### src/rtl/rgbseq_pkg.sv
// ----------------------------------------------------------------------------
// rgbseq_pkg
// Types, codes and pattern tables for the RGB LED event pattern sequencer.
// ----------------------------------------------------------------------------
package rgbseq_pkg;

   localparam int ROM_EVENTS     = 20;
   localparam int ROM_STEPS      = 10;
   localparam int BLINK_STEPS    = 20;
   localparam int BLINK_OFF_MODE = 7;

   localparam logic [2:0] CSR_ADDR_BLINK_MODE = 3'd0;

   typedef enum logic [1:0] {
      CMD_TICK    = 2'd0,
      CMD_ONESHOT = 2'd1,
      CMD_ONGOING = 2'd2
   } cmd_type;

   typedef enum logic [1:0] {
      PH_START  = 2'd0,
      PH_FINISH = 2'd1,
      PH_PLAY   = 2'd2
   } phase_type;

   typedef struct packed {
      logic [1:0] cmd;
      logic [4:0] event_code;
   } req_type;

   typedef struct packed {
      logic rgb_write;
      logic led_red;
      logic led_green;
      logic led_blue;
      logic status_write;
      logic status_led;
   } rsp_type;

   // red, green, blue masks; bit i is the level at step i
   function automatic logic [29:0] rgb_row(input logic [4:0] ev);
      logic [29:0] row;
      unique case (ev)
         5'd1:    row = {10'h00F, 10'h03C, 10'h0C3};
         5'd2:    row = {10'h155, 10'h155, 10'h000};
         5'd3:    row = {10'h01F, 10'h01F, 10'h000};
         5'd4:    row = {10'h000, 10'h01F, 10'h000};
         5'd5:    row = {10'h000, 10'h0E7, 10'h000};
         5'd6:    row = {10'h000, 10'h155, 10'h000};
         5'd7:    row = {10'h000, 10'h3FF, 10'h000};
         5'd8:    row = {10'h3FF, 10'h01F, 10'h000};
         5'd9:    row = {10'h000, 10'h3FF, 10'h3FF};
         5'd10:   row = {10'h3FF, 10'h000, 10'h3FF};
         5'd11:   row = {10'h01F, 10'h000, 10'h000};
         5'd12:   row = {10'h0E7, 10'h000, 10'h000};
         5'd13:   row = {10'h007, 10'h0E0, 10'h000};
         5'd14:   row = {10'h000, 10'h007, 10'h0E0};
         5'd15:   row = {10'h000, 10'h249, 10'h000};
         5'd16:   row = {10'h333, 10'h0CC, 10'h3FF};
         5'd17:   row = {10'h0CC, 10'h0CC, 10'h333};
         5'd18:   row = {10'h078, 10'h078, 10'h387};
         5'd19:   row = {10'h155, 10'h155, 10'h155};
         default: row = 30'h0;
      endcase
      return row;
   endfunction

   // returns {red, green, blue}
   function automatic logic [2:0] rgb_bits(input logic [4:0] ev, input logic [3:0] step);
      logic [29:0] row;
      logic [2:0]  bits;
      row  = rgb_row(ev);
      bits = 3'b000;
      if (step < 4'(ROM_STEPS)) begin
         bits[2] = row[20 + 32'(step)];
         bits[1] = row[10 + 32'(step)];
         bits[0] = row[32'(step)];
      end
      return bits;
   endfunction

   function automatic logic [19:0] blink_row(input logic [2:0] mode);
      logic [19:0] row;
      unique case (mode)
         3'd0:    row = 20'h07C1F;
         3'd1:    row = 20'h39CE7;
         3'd2:    row = 20'h55555;
         3'd3:    row = 20'h00005;
         3'd4:    row = 20'h00015;
         3'd5:    row = 20'hFFFFF;
         default: row = 20'h00000;
      endcase
      return row;
   endfunction

   function automatic logic blink_bit(input logic [2:0] mode, input logic [4:0] step);
      logic [19:0] row;
      logic        lvl;
      row = blink_row(mode);
      lvl = 1'b0;
      if (step < 5'(BLINK_STEPS)) begin
         lvl = row[step];
      end
      return lvl;
   endfunction

endpackage

### src/rtl/rgb_led_event_pattern_sequencer.sv
// path: an accepted transfer is held in the input register, then its result in the result register
// throughput: one item per cycle while rsp_stall is low; input register and result register are each one stage
// stall on the result side holds the result; one more item waits in the input register
// reset: synchronous, active high; ongoing event 1, no one-time event, steps and mode 0
// ----------------------------------------------------------------------------
// rgb_led_event_pattern_sequencer
// Steps RGB and status LED patterns from constant tables on tick and event
// commands, one result per command.
// ----------------------------------------------------------------------------
module rgb_led_event_pattern_sequencer #(
   parameter int NUM_EVENTS    = 20,
   parameter int PATTERN_STEPS = 10,
   parameter int STATUS_STEPS  = 20
) (
   input  logic                clock,
   input  logic                reset,
   input  logic                req_valid,
   output logic                req_stall,
   input  rgbseq_pkg::req_type req_data,
   output logic                rsp_valid,
   input  logic                rsp_stall,
   output rgbseq_pkg::rsp_type rsp_data,
   input  logic                psel,
   input  logic                penable,
   input  logic                pwrite,
   input  logic [2:0]          paddr,
   input  logic [31:0]         pwdata,
   output logic [31:0]         prdata,
   output logic                pready
);

   logic                  in_valid_ff, in_valid_in;
   rgbseq_pkg::req_type   in_data_ff;
   logic                  out_valid_ff, out_valid_in;
   rgbseq_pkg::rsp_type   out_data_ff, out_data_in;
   logic                  move;
   logic                  accept;

   logic [2:0]            mode_ff, mode_in;
   logic [4:0]            ongoing_ff, ongoing_in;
   logic [4:0]            oneshot_ff, oneshot_in;
   rgbseq_pkg::phase_type phase_ff, phase_in;
   logic [3:0]            pstep_ff, pstep_in;
   logic [4:0]            sstep_ff, sstep_in;

   rgbseq_pkg::cmd_type   cmd;
   logic [4:0]            code;
   logic                  code_ok;
   logic [4:0]            pstep_next;
   logic [5:0]            sstep_next;
   logic                  status_on;

   // handshake
   assign move      = in_valid_ff && (!out_valid_ff || !rsp_stall);
   assign req_stall = in_valid_ff && !move;
   assign accept    = req_valid && !req_stall;
   assign rsp_valid = out_valid_ff;
   assign rsp_data  = out_data_ff;

   assign in_valid_in  = accept ? 1'b1 : (move ? 1'b0 : in_valid_ff);
   assign out_valid_in = move ? 1'b1 : (rsp_stall ? out_valid_ff : 1'b0);

   // configuration
   assign pready  = 1'b1;
   assign prdata  = (paddr == rgbseq_pkg::CSR_ADDR_BLINK_MODE) ? {29'h0, mode_ff} : 32'h0;
   assign mode_in = (psel && penable && pwrite && paddr == rgbseq_pkg::CSR_ADDR_BLINK_MODE)
                    ? pwdata[2:0] : mode_ff;

   // decode
   assign cmd        = rgbseq_pkg::cmd_type'(in_data_ff.cmd);
   assign code       = in_data_ff.event_code;
   assign code_ok    = {1'b0, code} < 6'(NUM_EVENTS);
   assign pstep_next = {1'b0, pstep_ff} + 5'd1;
   assign sstep_next = {1'b0, sstep_ff} + 6'd1;
   assign status_on  = mode_ff < 3'(rgbseq_pkg::BLINK_OFF_MODE);

   // next state
   always_comb begin
      ongoing_in = ongoing_ff;
      oneshot_in = oneshot_ff;
      phase_in   = phase_ff;
      pstep_in   = pstep_ff;
      sstep_in   = sstep_ff;
      if (move) begin
         unique case (cmd)
            rgbseq_pkg::CMD_TICK: begin
               if (oneshot_ff != 5'd0) begin
                  unique case (phase_ff)
                     rgbseq_pkg::PH_START: begin
                        phase_in = rgbseq_pkg::PH_PLAY;
                        pstep_in = 4'd0;
                     end
                     rgbseq_pkg::PH_FINISH: begin
                        phase_in   = rgbseq_pkg::PH_START;
                        oneshot_in = 5'd0;
                        pstep_in   = 4'd0;
                     end
                     rgbseq_pkg::PH_PLAY: begin
                        if (pstep_next >= 5'(PATTERN_STEPS)) begin
                           phase_in = rgbseq_pkg::PH_FINISH;
                        end
                        pstep_in = pstep_next[3:0];
                     end
                     default: ;
                  endcase
               end else begin
                  pstep_in = (pstep_next >= 5'(PATTERN_STEPS)) ? 4'd0 : pstep_next[3:0];
                  if (status_on) begin
                     sstep_in = (sstep_next >= 6'(STATUS_STEPS)) ? 5'd0 : sstep_next[4:0];
                  end
               end
            end
            rgbseq_pkg::CMD_ONESHOT: begin
               if (code_ok) begin
                  phase_in   = rgbseq_pkg::PH_START;
                  oneshot_in = code;
               end
            end
            rgbseq_pkg::CMD_ONGOING: begin
               if (code_ok && code != ongoing_ff) begin
                  ongoing_in = code;
                  pstep_in   = 4'd0;
               end
            end
            default: ;
         endcase
      end
   end

   // result
   always_comb begin
      out_data_in = '0;
      unique case (cmd)
         rgbseq_pkg::CMD_TICK: begin
            if (oneshot_ff != 5'd0) begin
               unique case (phase_ff)
                  rgbseq_pkg::PH_FINISH: begin
                     out_data_in.rgb_write = 1'b1;
                  end
                  rgbseq_pkg::PH_PLAY: begin
                     out_data_in.rgb_write = 1'b1;
                     {out_data_in.led_red, out_data_in.led_green, out_data_in.led_blue} =
                        rgbseq_pkg::rgb_bits(oneshot_ff, pstep_ff);
                  end
                  default: ;
               endcase
            end else begin
               out_data_in.rgb_write = 1'b1;
               {out_data_in.led_red, out_data_in.led_green, out_data_in.led_blue} =
                  rgbseq_pkg::rgb_bits(ongoing_ff, pstep_ff);
               if (status_on) begin
                  out_data_in.status_write = 1'b1;
                  out_data_in.status_led   = rgbseq_pkg::blink_bit(mode_ff, sstep_ff);
               end
            end
         end
         rgbseq_pkg::CMD_ONESHOT: begin
            // restart blanks the rgb outputs
            if (code_ok && oneshot_ff != 5'd0) begin
               out_data_in.rgb_write = 1'b1;
            end
         end
         default: ;
      endcase
   end

   always_ff @(posedge clock) begin
      if (reset) begin
         in_valid_ff  <= 1'b0;
         out_valid_ff <= 1'b0;
         mode_ff      <= 3'd0;
         ongoing_ff   <= 5'd1;
         oneshot_ff   <= 5'd0;
         phase_ff     <= rgbseq_pkg::PH_START;
         pstep_ff     <= 4'd0;
         sstep_ff     <= 5'd0;
      end else begin
         in_valid_ff  <= in_valid_in;
         out_valid_ff <= out_valid_in;
         mode_ff      <= mode_in;
         ongoing_ff   <= ongoing_in;
         oneshot_ff   <= oneshot_in;
         phase_ff     <= phase_in;
         pstep_ff     <= pstep_in;
         sstep_ff     <= sstep_in;
      end
   end

   always_ff @(posedge clock) begin
      if (accept) begin
         in_data_ff <= req_data;
      end
      if (move) begin
         out_data_ff <= out_data_in;
      end
   end

endmodule
### config.mk
export PLATFORM = sky130hd
export DESIGN_NAME = rgb_led_event_pattern_sequencer
export DESIGN_NICKNAME = d
export VERILOG_FILES = /design/src/rtl/rgbseq_pkg.sv /design/src/rtl/rgb_led_event_pattern_sequencer.sv
export SDC_FILE = /design/constraint.sdc
export NUM_CORES = 1
export LEC_CHECK = 0
export BUFFER_PORTS_ARGS = -buffer_cell sky130_fd_sc_hd__buf_2
export CORE_MARGIN = 4
export CORE_UTILIZATION = 50
export DETAILED_ROUTE_END_ITERATION = 8
export HOLD_SLACK_MARGIN = 0.02
export PLACE_DENSITY = 0.71
export SYNTH_ARGS = -nofsm -noshare
export SYNTH_HDL_FRONTEND = slang
export SYNTH_SLANG_ARGS = --single-unit
### constraint.sdc
create_clock -name clock -period 4 [get_ports clock]
set_input_delay 0.8 -clock clock [delete_from_list [all_inputs] [get_ports clock]]
set_output_delay 0.8 -clock clock [all_outputs]
set_load 0.02 [all_outputs]
==> results.md <==
- Tmin final: 3.39 ns
- Setup tns final: 0 ns
- Number of synthesized register bits: 99
- Final hold viol count: 0
- Hold wc startpoint: phase_ff[0]$_SDFFE_PP0P_
- Final worst path period share: 84.7%
- Top Ports: 90
- Slowest CP cell: a2111oi_2
- Critical path launch point type: input pin
- Synth unique cells: 97
- Worst skew pair latency: 0.35 ns
- Hold Path Depth: 2
- Clock Path Buffers: 2
- Post-synth EDFFs: 13
- Worst hold-check path type: flop to flop
- Actual slew at the worst max-slew pin: 0.611 ns
- Via count: 5,380
- GP Congestion: 0.929
- P_leak: 2.74 nW
- Status: completed
- Worst R2R Setup Slack: 0.62 ns
- Setup-failing EPs final: 0
- Async set-reset flop share out of synthesis: 0%
- CTS tree: yes
- Area growth from synthesis to layout: 7.47%
- Critical path cell sequence: buf_2 > a21bo_4 > or3_4 > o21ai_4 > mux2_4 > nor2_2 > inv_1 > ha_1 > a21oi_1 > o21ai_0 > a2111oi_2 > nand3_1 > nand3_1
- Critical path arrival: 3.67 ns
- Drt drc: 0
- Post-cts sizing count: 0
- Clock Sinks: 99
- Crit Reg-Reg Startpoint: cmd[0]$_DFFE_PP_
- Port Buffers: 30
- Die height: 122 um
- FMAX: 0.295 GHz
- Vias per std cell: 6.07
- DRT iter0 DRCs: 458
- Critical path's largest stage delay: 0.54 ns
- Synth Instances: 697
- Max FO, Critical Path: 7
- Cts-stage hold buffer count: 0
- Ys flop type: dfxtp_1
- Num CTS Buffers: 9
- H-tree depth: 3
- Routed wire length: 16,100 um
- Core area: 12,700 um2
- Final ANT Viol Nets: 0
- Initial core utilization: 51.4%
- Largest net degree at the start of global routing: 36
- Hold endpoint: phase_ff[0]$_SDFFE_PP0P_
- Final core area utilization: 55.2%
- Wire length per cell: 18.1 um
- Clock Root Buffer: clkbuf_16
- Crit-path leading delay family: compound AO/OA/AOI/OAI gates
- Overflow after GRT: 0
- Critical path capture point type: flop
- RSZ-0062 raised after global routing: false
- Post-Syn Area: 6540 um2
- Die area: 15,000 um2
- Syn_area_per_cell: 9.38 um2
- Kind of critical path: input pin to flop
- Fin Clk Skew: 0.00715 ns
- CP bufs+invs: 2
- Reg clk slew, reported paths: 0.07 ns
- Ys Warns: 0
- PwrDens: 323 nW/um2
- Share of cells above drive strength 1: 20.6%
- Layout Nets: 790
- Die width: 122 um
- Max-cap viol count: 0
- Most frequent CP cell: nand3_1
- Worst ir drop on vdd: 0.196 mV
- Drt first pass iters: 7
- Number of global-route vias before repair: 5,106
- Initial antenna violation count: 0
- Slew margin rel.: 59.3%
- HPWL after detailed placement: 12,100 um
- Std-Cell Rows: 41
- Tot GR Track Use: 22.0%
- First-pass GRT wire length: 26,000 um
- Setup Buffers After CTS: 0
- Inserted Diodes: 0
- Post-synthesis sequential area ratio: 32.3%
- Length in cells of the worst reg-to-reg path: 10
- Final Max Tran Viols: 0
- Critical Path RT: 4.28 ns
==> layout by cell type (no fill, tap or decap), drive strengths merged, types with 7 or more instances in the layout <==
cell type,n
nor3,19
mux4,32
and3,10
nor4,7
nor2,35
a211oi,7
o21ai,40
o211ai,10
mux2i,13
clkbuf,10
nand3,35
buf,50
and2,15
a21oi,49
a31oi,9
dfxtp,86
ha,31
a32oi,7
conb,30
inv,31
nand2,71
edfxtp,13
==> tightest hold or removal path: cells and delay by family (launching register included) <==
| kind | cells | cell delay [ns] |
|---|---|---|
| flops | 1 | 0.33 |
| compound gates | 1 | 0.05 |
| simple gates | 1 | 0.06 |
==> area by class of cell <==
class	instances	area, um2
flip-flops and latches	99	2110
clock buffers	10	229
repair buffers	50	300
multi-input cells	519	3930
clock inverters	6	113
well taps	172	215
fillers	1147	5700
inverters	31	124
==> synth_stat cells (5+ instances only) <==
cell type	n	area [um2]
a211oi_1	7	52.6
inv_1	25	93.8
a32oi_1	7	61.3
a31oi_1	9	56.3
xor2_1	6	52.6
nor2_1	31	116
nor4_1	5	31.3
nand2_1	66	248
mux4_2	32	721
clkbuf_1	14	52.6
nor3_1	15	75.1
edfxtp_1	13	390
mux2i_1	13	130
buf_4	37	278
dfxtp_1	86	1720
o21ai_0	33	165
o21ai_1	5	25.0
and3_1	8	50.1
and2_1	13	81.3
ha_1	31	388
a21o_1	5	37.5
o211ai_1	7	52.6
buf_2	15	75.1
a21oi_1	45	225
nand2b_1	5	31.3
nand3_1	34	170
nor2b_1	5	31.3
==> cell families after synthesis <==
kind of cell | Yosys count | share of synthesized area (%)
buf+inv | 107 | 9.17
xor+xnor | 7 | 0.938
fa+ha+maj | 31 | 5.93
other cells | 2 | 0.115
flops | 99 | 32.3
mux | 50 | 13.9
compound gates | 178 | 19.1
simple gates | 223 | 18.5
==> metrics by stage <==
| stage | total power [W] | hold slack (ns) | setup slack, ns | cells | instance area, um2 |
|---|---|---|---|---|---|
| after floorplan | 0.00127 | 0.449 | 0.411 | 725 | 6640 |
| after global placement | 0.00130 | 0.463 | 0.352 | 871 | 6680 |
| after detailed placement | 0.00131 | 0.480 | 0.279 | 871 | 6680 |
| after CTS | 0.00228 | 0.489 | 0.616 | 887 | 7020 |
| after global routing | 0.00235 | 0.520 | 0.392 | 887 | 7020 |
| final | 0.00227 | 0.487 | 0.613 | 887 | 7020 |
==> layer usage <==
metal  up-vias  share of wire [%]  track usage (%)
li1       2536                  -                -
met1      2546                 42             29.7
met2       264                 47             35.6
met3        34                8.3             3.13
met4         0                2.5             9.24
met5         -                  0                0
==> power by group <==
group / switching, W / internal [W] / leakage [nW]
combinational: 0.000140 / 0.0000841 / 1.75
clock: 0.000363 / 0.000613 / 0.167
sequential: 0.0000291 / 0.00104 / 0.823
==> how the worst max path moves through the flow <==
stage	startpoint	depth (start not counted)	end	slack, ns
after floorplan	rsp_stall	12	flop	0.41
after global placement	rsp_stall	13	flop	0.35
after detailed placement	rsp_stall	13	flop	0.28
after CTS	rsp_stall	13	flop	0.62
after global routing	rsp_stall	13	flop	0.39
final	rsp_stall	13	flop	0.61
(Power assumes the default switching activity.)
